### src/rtl/grrcp_pkg.sv
// grrcp_pkg: shared constants, codes and controller/datapath types of the cpu picker
`timescale 1ns / 1ps

package grrcp_pkg;

	// cpu and group geometry
	localparam int NUM_CPUS       = 64;
	localparam int CPUS_PER_GROUP = 8;
	localparam int NUM_GROUPS     = NUM_CPUS / CPUS_PER_GROUP;
	localparam int CPU_W          = $clog2(NUM_CPUS);
	localparam int GRP_W          = $clog2(NUM_GROUPS);
	localparam int LANE_W         = $clog2(CPUS_PER_GROUP);
	localparam int NG_W           = GRP_W + 1;

	// configuration register
	localparam int             CFG_W     = 7;
	localparam logic [CFG_W-1:0] CFG_RESET = 7'd64;

	// round-robin counter and its digit-serial reduction
	localparam int RR_W       = 32;
	localparam int DIGIT_W    = 4;
	localparam int SCAN_STEPS = RR_W / DIGIT_W;
	localparam int STEP_W     = $clog2(SCAN_STEPS);
	localparam int QUEUE_W    = 4;

	// request codes
	typedef enum logic [1:0] {
		ACT_SELECT      = 2'd0,
		ACT_IDLE_REPORT = 2'd1,
		ACT_ENQUEUE     = 2'd2,
		ACT_NONE        = 2'd3
	} action_t;

	// controller states
	typedef enum logic [1:0] {
		ST_IDLE,
		ST_SCAN,
		ST_PICK,
		ST_DONE
	} state_t;

	// controller to datapath commands
	typedef struct packed {
		logic              latch;
		logic              scan;
		logic [STEP_W-1:0] step;
		logic              pick;
		logic              finish;
	} ctrl_cmd_t;

	// datapath to controller status
	typedef struct packed {
		logic needs_search;
		logic out_blocked;
	} dp_status_t;

endpackage

### src/rtl/grrcp_ctrl.sv
// grrcp_ctrl: sequencing state machine of the cpu picker
`timescale 1ns / 1ps

module grrcp_ctrl (
	input  logic                   clk,
	input  logic                   arst_n,
	input  logic                   in_valid,
	input  grrcp_pkg::dp_status_t  status,
	output logic                   in_stall,
	output grrcp_pkg::ctrl_cmd_t   cmd
);

	grrcp_pkg::state_t                 state_q;
	grrcp_pkg::state_t                 state_d;
	logic [grrcp_pkg::STEP_W-1:0]      step_q;
	logic [grrcp_pkg::STEP_W-1:0]      step_d;

	// state and step counter registers
	always_ff @(posedge clk or negedge arst_n) begin
		if (!arst_n) begin
			state_q <= grrcp_pkg::ST_IDLE;
			step_q  <= '0;
		end else begin
			state_q <= state_d;
			step_q  <= step_d;
		end
	end

	// next state and commands
	always_comb begin
		state_d    = state_q;
		step_d     = step_q;
		cmd        = '0;
		cmd.step   = step_q;
		in_stall   = 1'b1;
		case (state_q)
			grrcp_pkg::ST_IDLE: begin
				in_stall = 1'b0;
				step_d   = '0;
				if (in_valid) begin
					cmd.latch = 1'b1;
					state_d   = status.needs_search ? grrcp_pkg::ST_SCAN : grrcp_pkg::ST_DONE;
				end
			end
			grrcp_pkg::ST_SCAN: begin
				cmd.scan = 1'b1;
				step_d   = step_q + 1'b1;
				if (step_q == grrcp_pkg::STEP_W'(grrcp_pkg::SCAN_STEPS - 1)) begin
					state_d = grrcp_pkg::ST_PICK;
				end
			end
			grrcp_pkg::ST_PICK: begin
				cmd.pick = 1'b1;
				state_d  = grrcp_pkg::ST_DONE;
			end
			grrcp_pkg::ST_DONE: begin
				if (!status.out_blocked) begin
					cmd.finish = 1'b1;
					state_d    = grrcp_pkg::ST_IDLE;
				end
			end
			default: begin
				state_d = grrcp_pkg::ST_IDLE;
			end
		endcase
	end

endmodule

### src/rtl/grrcp_dp.sv
// grrcp_dp: state registers, counter reduction, group probe and cpu claim of the picker
`timescale 1ns / 1ps

module grrcp_dp (
	input  logic                                clk,
	input  logic                                arst_n,
	input  grrcp_pkg::ctrl_cmd_t                cmd,
	output grrcp_pkg::dp_status_t               status,
	input  logic                                cfg_we,
	input  logic [grrcp_pkg::CFG_W-1:0]         cfg_wdata,
	input  logic [1:0]                          action,
	input  logic                                eligible,
	input  logic [grrcp_pkg::NUM_CPUS-1:0]      affinity_mask,
	input  logic [grrcp_pkg::CPU_W-1:0]         cpu,
	input  logic                                idle_value,
	output logic                                out_valid,
	input  logic                                out_stall,
	output logic                                cpu_found,
	output logic [grrcp_pkg::CPU_W-1:0]         chosen_cpu,
	output logic                                group_found,
	output logic [grrcp_pkg::QUEUE_W-1:0]       queue_id
);

	// lowest set bit of one group-sized slice
	function automatic logic [grrcp_pkg::LANE_W-1:0] first_set(
		input logic [grrcp_pkg::CPUS_PER_GROUP-1:0] v
	);
		logic [grrcp_pkg::LANE_W-1:0] r;
		r = '0;
		for (int i = grrcp_pkg::CPUS_PER_GROUP - 1; i >= 0; i--) begin
			if (v[i]) r = grrcp_pkg::LANE_W'(i);
		end
		return r;
	endfunction

	// architectural state
	logic [grrcp_pkg::CFG_W-1:0]     cfg_q;
	logic [grrcp_pkg::RR_W-1:0]      rr_q;
	logic [grrcp_pkg::NUM_CPUS-1:0]  idle_q;

	// latched item
	grrcp_pkg::action_t              act_q;
	logic                            srch_q;
	logic [grrcp_pkg::NUM_CPUS-1:0]  mask_q;
	logic [grrcp_pkg::CPU_W-1:0]     cpu_q;
	logic                            idlev_q;

	// working registers
	logic [grrcp_pkg::GRP_W-1:0]     rem_q;
	logic [grrcp_pkg::CPU_W-1:0]     low_q;
	logic                            low_hit_q;
	logic [grrcp_pkg::GRP_W-1:0]     grp_q;
	logic                            gfound_q;

	// output register
	logic                            out_valid_q;
	logic                            found_q;
	logic [grrcp_pkg::CPU_W-1:0]     chosen_q;
	logic                            gout_q;
	logic [grrcp_pkg::QUEUE_W-1:0]   queue_q;

	logic [grrcp_pkg::CFG_W-1:0]     m;
	logic [grrcp_pkg::CFG_W-1:0]     m_round;
	logic [grrcp_pkg::NG_W-1:0]      ng;
	logic [grrcp_pkg::NUM_CPUS-1:0]  present;
	logic [grrcp_pkg::NUM_GROUPS-1:0] allowed;

	logic [grrcp_pkg::DIGIT_W-1:0]   digit;
	logic [grrcp_pkg::GRP_W-1:0]     rem_d;
	logic [grrcp_pkg::CPUS_PER_GROUP-1:0] slice;

	logic [grrcp_pkg::GRP_W-1:0]     probe_grp;
	logic                            probe_hit;
	logic [grrcp_pkg::GRP_W-1:0]     pick_grp;
	logic                            pick_hit;
	logic                            pick_adv;

	logic                            prev_direct;
	logic [grrcp_pkg::CPU_W-1:0]     prev;
	logic                            prev_claim;
	logic [grrcp_pkg::CPUS_PER_GROUP-1:0] cand;
	logic                            res_found;
	logic [grrcp_pkg::CPU_W-1:0]     res_cpu;
	logic                            is_sel;
	logic                            is_enq;

	// effective cpu count, group count and present cpus
	always_comb begin
		m       = (cfg_q > grrcp_pkg::CFG_W'(grrcp_pkg::NUM_CPUS)) ?
			grrcp_pkg::CFG_W'(grrcp_pkg::NUM_CPUS) : cfg_q;
		m_round = m + grrcp_pkg::CFG_W'(grrcp_pkg::CPUS_PER_GROUP - 1);
		ng      = grrcp_pkg::NG_W'(m_round >> grrcp_pkg::LANE_W);
		for (int c = 0; c < grrcp_pkg::NUM_CPUS; c++) begin
			present[c] = (grrcp_pkg::CFG_W'(c) < m);
		end
		for (int g = 0; g < grrcp_pkg::NUM_GROUPS; g++) begin
			allowed[g] = |(mask_q[g*grrcp_pkg::CPUS_PER_GROUP +: grrcp_pkg::CPUS_PER_GROUP] &
				present[g*grrcp_pkg::CPUS_PER_GROUP +: grrcp_pkg::CPUS_PER_GROUP]);
		end
	end

	// one counter digit per step: remainder modulo the group count
	always_comb begin
		logic [grrcp_pkg::GRP_W:0] t;
		logic [grrcp_pkg::GRP_W-1:0] r;
		digit = rr_q[{~cmd.step, 2'b00} +: grrcp_pkg::DIGIT_W];
		r     = (cmd.step == '0) ? '0 : rem_q;
		for (int j = grrcp_pkg::DIGIT_W - 1; j >= 0; j--) begin
			t = {r, digit[j]};
			if (ng != '0 && t >= ng) t = t - ng;
			r = t[grrcp_pkg::GRP_W-1:0];
		end
		rem_d = r;
		slice = mask_q[{cmd.step, 3'b000} +: grrcp_pkg::CPUS_PER_GROUP];
	end

	// forward cyclic probe from the remainder, and the enqueue preference
	always_comb begin
		logic [grrcp_pkg::NG_W-1:0] idx;
		logic [grrcp_pkg::GRP_W-1:0] pg;
		probe_grp = '0;
		probe_hit = 1'b0;
		for (int i = 0; i < grrcp_pkg::NUM_GROUPS; i++) begin
			idx = grrcp_pkg::NG_W'(rem_q) + grrcp_pkg::NG_W'(i);
			if (idx >= ng) idx = idx - ng;
			if (!probe_hit && grrcp_pkg::NG_W'(i) < ng &&
				allowed[idx[grrcp_pkg::GRP_W-1:0]]) begin
				probe_hit = 1'b1;
				probe_grp = idx[grrcp_pkg::GRP_W-1:0];
			end
		end
		pg = cpu_q[grrcp_pkg::CPU_W-1 -: grrcp_pkg::GRP_W];
		if (act_q == grrcp_pkg::ACT_ENQUEUE && {1'b0, pg} < ng && allowed[pg]) begin
			pick_grp = pg;
			pick_hit = 1'b1;
			pick_adv = 1'b0;
		end else begin
			pick_grp = probe_grp;
			pick_hit = probe_hit;
			pick_adv = (ng != '0);
		end
	end

	// claim in the chosen group, previous cpu first
	always_comb begin
		logic [grrcp_pkg::CPU_W-1:0] c;
		prev_direct = mask_q[cpu_q];
		prev        = prev_direct ? cpu_q : low_q;
		prev_claim  = (prev_direct || low_hit_q) && ({1'b0, prev} < m) &&
			(prev[grrcp_pkg::CPU_W-1 -: grrcp_pkg::GRP_W] == grp_q) && idle_q[prev];
		for (int i = 0; i < grrcp_pkg::CPUS_PER_GROUP; i++) begin
			c       = {grp_q, grrcp_pkg::LANE_W'(i)};
			cand[i] = mask_q[c] & present[c] & idle_q[c];
		end
		is_sel = srch_q && act_q == grrcp_pkg::ACT_SELECT;
		is_enq = srch_q && act_q == grrcp_pkg::ACT_ENQUEUE;
		if (prev_claim) begin
			res_found = 1'b1;
			res_cpu   = prev;
		end else begin
			res_found = |cand;
			res_cpu   = (|cand) ? {grp_q, first_set(cand)} : '0;
		end
		res_found = res_found && is_sel && gfound_q;
		if (!res_found) res_cpu = '0;
	end

	// architectural state and output valid
	always_ff @(posedge clk or negedge arst_n) begin
		if (!arst_n) begin
			cfg_q       <= grrcp_pkg::CFG_RESET;
			rr_q        <= '0;
			idle_q      <= '0;
			out_valid_q <= 1'b0;
		end else begin
			if (cfg_we) cfg_q <= cfg_wdata;
			if (cmd.pick && pick_adv) rr_q <= rr_q + 1'b1;
			if (cmd.finish) begin
				if (act_q == grrcp_pkg::ACT_IDLE_REPORT) idle_q[cpu_q] <= idlev_q;
				if (res_found) idle_q[res_cpu] <= 1'b0;
			end
			if (cmd.finish) begin
				out_valid_q <= 1'b1;
			end else if (!out_stall) begin
				out_valid_q <= 1'b0;
			end
		end
	end

	// item latch, working registers and result payload
	always_ff @(posedge clk) begin
		if (cmd.latch) begin
			act_q   <= grrcp_pkg::action_t'(action);
			srch_q  <= status.needs_search;
			mask_q  <= affinity_mask;
			cpu_q   <= cpu;
			idlev_q <= idle_value;
		end
		if (cmd.scan) begin
			rem_q <= rem_d;
			// first step restarts the search for the lowest allowed cpu
			if (cmd.step == '0 || !low_hit_q) begin
				low_hit_q <= |slice;
				if (|slice) low_q <= {cmd.step, first_set(slice)};
			end
		end
		if (cmd.pick) begin
			grp_q    <= pick_grp;
			gfound_q <= pick_hit;
		end
		if (cmd.finish) begin
			found_q  <= res_found;
			chosen_q <= res_cpu;
			gout_q   <= (is_sel || is_enq) && gfound_q;
			queue_q  <= (is_enq && gfound_q) ?
				grrcp_pkg::QUEUE_W'({1'b0, grp_q} + 1'b1) : '0;
		end
	end

	// status towards the controller
	always_comb begin
		status.needs_search = eligible &&
			(action == grrcp_pkg::ACT_SELECT || action == grrcp_pkg::ACT_ENQUEUE);
		status.out_blocked  = out_valid_q && out_stall;
	end

	assign out_valid   = out_valid_q;
	assign cpu_found   = found_q;
	assign chosen_cpu  = chosen_q;
	assign group_found = gout_q;
	assign queue_id    = queue_q;

endmodule

### src/rtl/grouped_round_robin_cpu_picker_core.sv
// Grouped round-robin cpu picker: places tasks on cpus split into groups of eight.
//
// Input channel (in_valid / in_stall) carries one request item: action, eligible,
// affinity_mask, cpu and idle_value. Output channel (out_valid / out_stall) returns
// exactly one result item per request: cpu_found, chosen_cpu, group_found, queue_id.
// cfg_we / cfg_wdata write cpus_in_use; write it only while no request is in flight.
// Select and enqueue requests of an eligible task go from acceptance through the scan
// state, which reduces the 32-bit round-robin counter modulo the group count,
// four bits a cycle (the lowest allowed cpu is found alongside, one byte a cycle),
// then the pick state probes the groups and the done state claims the cpu. Idle
// reports, ineligible tasks and unused actions skip scan and pick. A new item is accepted in the cycle after
// the previous one has been written to the output register.
// Reset clears all idle bits and the counter and sets cpus_in_use to 64. If the
// receiver stalls, the result waits in the output register; the next item is still
// taken and worked on, and it waits to finish until that register has been taken.
`timescale 1ns / 1ps

module grouped_round_robin_cpu_picker_core (
	input  logic                                clk,
	input  logic                                arst_n,
	input  logic                                cfg_we,
	input  logic [grrcp_pkg::CFG_W-1:0]         cfg_wdata,
	input  logic                                in_valid,
	output logic                                in_stall,
	input  logic [1:0]                          action,
	input  logic                                eligible,
	input  logic [grrcp_pkg::NUM_CPUS-1:0]      affinity_mask,
	input  logic [grrcp_pkg::CPU_W-1:0]         cpu,
	input  logic                                idle_value,
	output logic                                out_valid,
	input  logic                                out_stall,
	output logic                                cpu_found,
	output logic [grrcp_pkg::CPU_W-1:0]         chosen_cpu,
	output logic                                group_found,
	output logic [grrcp_pkg::QUEUE_W-1:0]       queue_id
);

	grrcp_pkg::ctrl_cmd_t  cmd;
	grrcp_pkg::dp_status_t status;

	// sequencer
	grrcp_ctrl u_ctrl (
		.clk      (clk),
		.arst_n   (arst_n),
		.in_valid (in_valid),
		.status   (status),
		.in_stall (in_stall),
		.cmd      (cmd)
	);

	// datapath
	grrcp_dp u_dp (
		.clk           (clk),
		.arst_n        (arst_n),
		.cmd           (cmd),
		.status        (status),
		.cfg_we        (cfg_we),
		.cfg_wdata     (cfg_wdata),
		.action        (action),
		.eligible      (eligible),
		.affinity_mask (affinity_mask),
		.cpu           (cpu),
		.idle_value    (idle_value),
		.out_valid     (out_valid),
		.out_stall     (out_stall),
		.cpu_found     (cpu_found),
		.chosen_cpu    (chosen_cpu),
		.group_found   (group_found),
		.queue_id      (queue_id)
	);

endmodule

### config.mk
export PLATFORM = sky130hd
export DESIGN_NAME = grouped_round_robin_cpu_picker_core
export DESIGN_NICKNAME = d
export VERILOG_FILES = /design/src/rtl/grrcp_pkg.sv /design/src/rtl/grrcp_ctrl.sv /design/src/rtl/grrcp_dp.sv /design/src/rtl/grouped_round_robin_cpu_picker_core.sv
export SDC_FILE = /design/constraint.sdc
export NUM_CORES = 1
export LEC_CHECK = 0
export ABC_AREA = 0
export BUFFER_PORTS_ARGS = -buffer_cell sky130_fd_sc_hd__buf_2
export CAP_MARGIN = 30
export CORE_UTILIZATION = 50
export CTS_CLUSTER_DIAMETER = 150
export DETAILED_ROUTE_END_ITERATION = 6
export PLACE_DENSITY = 0.73
export RECOVER_POWER = 50
export SLEW_MARGIN = 30
export SYNTH_ARGS = -nofsm -noshare
export SYNTH_HDL_FRONTEND = slang
export SYNTH_SLANG_ARGS = --single-unit
export TNS_END_PERCENT = 5
### constraint.sdc
create_clock -name clk -period 11.2 [get_ports clk]
set_input_delay 0.56 -clock clk [delete_from_list [all_inputs] [get_ports clk]]
set_output_delay 0.56 -clock clk [all_outputs]
set_load 0.02 [all_outputs]
; Yosys cells after proc, flatten, opt, wreduce, memory -nomap -nowiden
; Index checks and enable logic that the tools add are counted.
; W data, S select, Z words.
[totals]
ff_bits = 209
inputBits = 86
output_inout_bits = 14
[op_classes]
mux = 144
magnitude_cmp = 109
n_bitwise = 27
n_eq_ne = 12
addsub = 23
n_reduce_logical = 69
shift = 2
[op_table]
columns = cell, count
row1 = $lt A6 B7 Y1 const A, 32
row2 = $mux W64, 3
row3 = $lt A5 B7 Y1 const A, 16
row4 = $mux W3, 34
row5 = $bmux W1 S3, 33
row6 = $reduce_or A8 Y1, 10
row7 = $lt A6 B7 Y1 const B, 11
row8 = $and A64 B64 Y64, 1
row9 = $and A8 B8 Y8, 8
row10 = $bwmux W64, 1
row11 = $not A64 Y64, 1
row12 = $shiftx A64 B7 Y8, 1
row13 = $lt A4 B7 Y1 const A, 8
row14 = $mux W1, 56
row15 = $ge A4 B4 Y1, 11
row16 = $lt A3 B4 Y1 const B, 9
row17 = $sub A3 B3 Y3, 12
row18 = $logic_and A1 B1 Y1, 35
row19 = $add A32 B1 Y32 const B, 1
row20 = $shiftx A32 B6 Y4, 1
row21 = $lt A3 B7 Y1 const A, 4
row22 = $mux W6, 4
row23 = $add A3 B3 Y4 const B, 4
row24 = $and A1 B1 Y1, 16
row25 = 37 further kinds, 74

; Longest topological paths before layout
[logic_depth]
depth_word = 38
mapped_depth = 39
depth_no_buf = 36

; Hierarchy
; Synthesis repeated with hierarchy kept, for this count alone.
[unflattened]
hier_cells = 1975
area_unflattened_um2 = 17783.3
[by_module_without_submodules]
columns = module, area_per_inst_um2, instances, cells_per_inst
row1 = grrcp_dp, 17453.0, 1, 1945
row2 = grrcp_ctrl, 330.3, 1, 30

; Worst setup path before layout
; OpenSTA, ideal clock, no wires.
[synth_path]
path_type = register to register
from = reg u_ctrl.step_q[0] (netlist name)
to = reg u_dp.rem_q[1] (netlist name), data pin
setup_slack_ps = 3368
t_arrival_ps = 7572
setup_time_ps = 260
n_path_buf = 3
stages_incl_launch_ff = 39
cell_sequence = dfrtp_1 > buf_2 > buf_1 > clkbuf_1 > inv_1 > ha_1 > nand2b_1 > and2_1 > xnor2_1 > ha_1 > o21ai_0 > nand2b_1 > a21oi_1 > nor2_1 > mux2_2 > ha_1 > nor2b_1 > a311o_1 > [3 not listed] > xnor2_1 > inv_1 > ha_1 > inv_1 > o21ai_0 > nor2_1 > o31ai_1 > a21oi_1 > o21ai_0 > and2_1 > nand2_1 > xor2_1 > fa_1 > a21o_1 > maj3_1 > a21oi_1 > nor2_1 > mux2_2
[synth_via]
elab_chain_len = 14
word_cells_on_any_way = 20
[synth_lines]
columns = item, line
row1 = "start, declared", grrcp_ctrl.sv:15  ; logic [grrcp_pkg::STEP_W-1:0] step_q;
row2 = "start signal, assigned", grrcp_ctrl.sv:25  ; step_q <= step_d;
row3 = $not A3 Y3 / $logic_not A3 Y1 (equally long branches), "grrcp_dp.sv:106, grrcp_dp.sv:107"
row4 = $shiftx A32 B6 Y4 / $mux W3 (equally long branches), "grrcp_dp.sv:106, grrcp_dp.sv:107"
row5 = $ge A4 B4 Y1, grrcp_dp.sv:110  ; if (ng != '0 && t >= ng) t = t - ng;
row6 = $logic_and A1 B1 Y1, grrcp_dp.sv:110
row7 = $mux W3, grrcp_dp.sv:110
row8 = $ge A4 B4 Y1, grrcp_dp.sv:110
row9 = $logic_and A1 B1 Y1, grrcp_dp.sv:110
row10 = $mux W3, grrcp_dp.sv:110
row11 = $ge A4 B4 Y1, grrcp_dp.sv:110
row12 = $logic_and A1 B1 Y1, grrcp_dp.sv:110
row13 = $mux W3, grrcp_dp.sv:110
row14 = $ge A4 B4 Y1, grrcp_dp.sv:110
row15 = $logic_and A1 B1 Y1, grrcp_dp.sv:110
row16 = $mux W3 (*), grrcp_dp.sv:110
row17 = "named net u_dp.rem_d, one bit", grrcp_dp.sv:69  ; logic [grrcp_pkg::GRP_W-1:0] rem_d;
row18 = "end signal, assigned", grrcp_dp.sv:200  ; rem_q <= rem_d;
row19 = "end, declared", grrcp_dp.sv:49  ; logic [grrcp_pkg::GRP_W-1:0] rem_q;
; Mark *: on every way through the listed nets, which the timed path passes. The rest lies on a longest branch.
; A chain may end at the register's enable or synchronous reset.

; Worst setup path in the final report
[layout_path]
from = reg u_dp.cfg_q[4] (netlist name)
to = reg u_dp.rem_q[1] (netlist name), data pin
[layout_via]
elab_chain_len = 15
word_cells_on_any_way = 20
[layout_lines]
columns = item, line
row1 = "start, declared", grrcp_dp.sv:37  ; logic [grrcp_pkg::CFG_W-1:0] cfg_q;
row2 = "start signal, assigned", grrcp_dp.sv:171  ; cfg_q <= grrcp_pkg::CFG_RESET;
row3 = "start signal, assigned", grrcp_dp.sv:176  ; if (cfg_we) cfg_q <= cfg_wdata;
row4 = $gt A7 B7 Y1, grrcp_dp.sv:89  ; m = (cfg_q > grrcp_pkg::CFG_W'(grrcp_pkg::NUM_CPUS)) ?
row5 = $mux W7 (*), grrcp_dp.sv:89
row6 = $add A7 B3 Y7 (*), grrcp_dp.sv:91  ; m_round = m + grrcp_pkg::CFG_W'(grrcp_pkg::CPUS_PER_GROUP - 1);
row7 = $ge A4 B4 Y1 / $reduce_bool A4 Y1 (equally long branches), grrcp_dp.sv:110
row8 = $logic_and A1 B1 Y1, grrcp_dp.sv:110
row9 = $mux W3, grrcp_dp.sv:110
row10 = $ge A4 B4 Y1, grrcp_dp.sv:110
row11 = $logic_and A1 B1 Y1, grrcp_dp.sv:110
row12 = $mux W3, grrcp_dp.sv:110
row13 = $ge A4 B4 Y1, grrcp_dp.sv:110
row14 = $logic_and A1 B1 Y1, grrcp_dp.sv:110
row15 = $mux W3, grrcp_dp.sv:110
row16 = $ge A4 B4 Y1, grrcp_dp.sv:110
row17 = $logic_and A1 B1 Y1, grrcp_dp.sv:110
row18 = $mux W3 (*), grrcp_dp.sv:110
row19 = "named net u_dp.rem_d, one bit", grrcp_dp.sv:69
; Marks and branches as above.

==> out/results.ini <==
[outcome]
status = finished, violations left
violations = max-capacitance violations, max-slew violations

[hold_path]
hold_class = input port to register

[cts]
clk_pin_slew_worst_paths_ns = 0.07
htree_levels = 1
cts_tree = done
ctsResizeCount = 0
postCtsHoldBufs = 0
root_buffer = clkbuf_16
worst_skew_pair.late_latency_ns = 0.53
cts_buffers = 23
clock_sinks = 209
post-cts-setup-buffers = 0
clk_path_buf_depth = 3

[synthesis]
seq_area_frac_synth = 0.332
syn_nets = 2021
syn_area_um2 = 17200
synth_ff_type = dfrtp_1
syn-instance-count = 1879
ys_warn_count = 0
synthArstFlopShare = 0.522
synth_cell_types = 116
synth_enable_flop_cells = 100
ys_ff_latch = 209
avgSynthCellArea_um2 = 9.18

[place]
gp_congestion = 1.04
port_buffers = 99
dp_hpwl_mm = 51.3
dp_cells = 2323
place_area_um2 = 17900

[pwr]
leakagePower_nw = 6.91
vdd_drop_max_v = 0.000213
powerDensity_nw_per_um2 = 260

[setup_path]
slowest_delay_ns = 1.18
crit_required_ns = 11.48
critPathLaunchType = register
cp_max_fo = 37
cp_slowest_cell = clkbuf_1
crit_type = register to register
endpoint_kind = register
worst_path_most_repeated_cell = inv_1
crit_arrival_ns = 9.69

[drt]
route.vias.total = 17100
drc = 0
via_per_inst = 7.23
routed_wl_mm = 68.9
post_drt_wl_per_cell_um = 29.1
drtIter0Drc = 2651
ant_nets = 0
drtPass1Iterations = 6

[timing]
setup_viol = 0
fin_worst_skew_ns = 0.0214
rsz0062_at_grt = no
hold_viol_final = 0
finalMaxSlewViolations = 312
fin_crit_sh = 0.840
relSlewSlack = -1.73
tns_ns = 0
worst-slew-pin-transition_ns = 4.10
min_period_ns = 9.41
worst_hold_slack_ns = 0.205
clock.fmax_ghz = 0.106

[grt]
grt_pass1_vias = 16100
grt_pass1_wl_mm = 103
gr-total-overflow = 0
gr-usage-all-layers = 0.387
grt_start_max_net_pins = 73
antenna_found_initial = 2

[finish]
mostFrequentLayoutCell = nand2_1
fin_nets = 2042
fin_area_um2 = 18600
drive_gt1_frac = 0.141
final_cell_mix = nand2_1 (178), o21ai_0 (148), dfrtp_1 (108)
final_cell_count_no_fill = 2367
syn_to_final_growth_pct = 8.16

[floorplan]
dieArea_um2 = 35200
start_util = 0.512
placementRows = 67
io_pins = 100
die_y_um = 188
coreArea_um2 = 33700
die_width_um = 188

[flow_run]
drv_cap = 7

Yosys cell counts, types with 17 or more instances:
library cell	n	area (µm²)
a31oi_1	23	144
o21ai_0	148	741
and3_1	24	150
and2_1	22	138
o211ai_1	25	188
edfxtp_1	100	3000
nand2_1	178	668
o22ai_1	29	181
a211oi_1	17	128
mux2i_1	60	601
ha_1	51	638
a21o_1	19	143
nor3_1	43	215
xnor2_1	45	394
a21oi_1	92	460
o221ai_1	24	210
nor2b_1	30	188
nand3_1	81	405
nor2_1	101	379
mux2_2	23	259
buf_2	27	135
nand2b_1	27	169
a22oi_1	25	188
clkbuf_1	78	293
inv_1	69	259
nand4_1	18	113
dfrtp_1	108	2700
mux4_2	51	1150
power breakdown:
| group | leakage, nW | internal [mW] | total [mW] | switching, mW |
|---|---|---|---|---|
| sequential | 2.22 | 0.956 | 1.19 | 0.237 |
| clock | 0.375 | 0.470 | 0.798 | 0.328 |
| combinational | 4.32 | 1.09 | 2.85 | 1.76 |
| total | 6.91 | 2.52 | 4.84 | 2.33 |
path summary, 6_finish.rpt:
check	cells past startpoint	start	slack, ns	to
hold / removal	1	cpu[1]	0.21	u_dp.cpu_q[1]$_DFFE_PP_
setup reg to reg	33	u_dp.cfg_q[4]$_DFFE_PN0P_	1.79	u_dp.rem_q[1]$_DFFE_PP_
min in group asynchronous	1	arst_n	0.69	u_dp.rr_q[8]$_DFFE_PN0P_
max in group asynchronous	2	arst_n	5.71	u_dp.idle_q[31]$_DFFE_PN0P_
setup / recovery	33	u_dp.cfg_q[4]$_DFFE_PN0P_	1.79	u_dp.rem_q[1]$_DFFE_PP_
hold reg to reg	1	u_dp.rr_q[31]$_DFFE_PN0P_	0.48	u_dp.rr_q[31]$_DFFE_PN0P_
routing by layer:
metal | vias to the layer above | part of all wire | routed length (µm) | track usage
li1 | 7264 | - | - | -
met1 | 8186 | 0.39 | 27100 | 0.534
met2 | 1368 | 0.42 | 29100 | 0.571
met3 | 289 | 0.13 | 8980 | 0.101
met4 | 2 | 0.055 | 3810 | 0.170
met5 | - | 0.00019 | 13 | 0
layout make-up:
class | count | area [µm²]
clock buffers | 24 | 579
inverters | 73 | 274
diodes | 3 | 7.51
flip-flops and latches | 209 | 5730
well taps | 448 | 561
multi-input cells | 1470 | 10700
repair buffers | 123 | 631
clock inverters | 17 | 200
fillers | 3025 | 15100
metrics by stage:
step           setup WS (ns)  utilization  power (mW)
2_1_floorplan           3.37            -        3.19
3_3_place_gp            3.03        0.531        3.89
3_5_place_dp            2.65        0.531        3.94
4_1_cts                 2.61        0.554        4.75
5_1_grt                 1.07        0.553        5.10
6_report                1.79        0.553        4.84
registers in the layout, summed over array words and instances (netlist names):
signal	cells
u_dp.group_found	1
u_dp.low_q	6
u_dp.srch_q	1
u_dp.rem_q	3
u_ctrl.step_q	3
u_dp.rr_q	32
u_dp.cpu_found	1
u_dp.cpu_q	6
u_dp.act_q	2
u_dp.out_valid	1
u_dp.idle_q	64
u_dp.chosen_cpu	6
u_dp.queue_id	4
u_dp.gfound_q	1
u_dp.idlev_q	1
u_dp.mask_q	64
u_dp.grp_q	3
u_dp.low_hit_q	1
u_ctrl.state_q	2
u_dp.cfg_q	7
worst max-delay path, delay by kind of cell (launching register included):
kind / cells / cell delay, ns
muxes: 1 / 0.28
adders and majority gates: 5 / 1.76
DFF: 1 / 0.33
buffers and inverters: 6 / 1.90
AOI/OAI and AO/OA: 8 / 2.39
and+or+nand+nor: 11 / 2.11
xor gates and xnor gates: 2 / 0.40
cell families after synthesis:
group                      synth area share
and+or+nand+nor                       0.186
AOI/OAI and AO/OA                     0.236
DFF                                   0.332
buffers and inverters                0.0499
muxes                                 0.119
adders and majority gates            0.0492
xor gates and xnor gates             0.0279
Power figures use the tool's default switching activity.
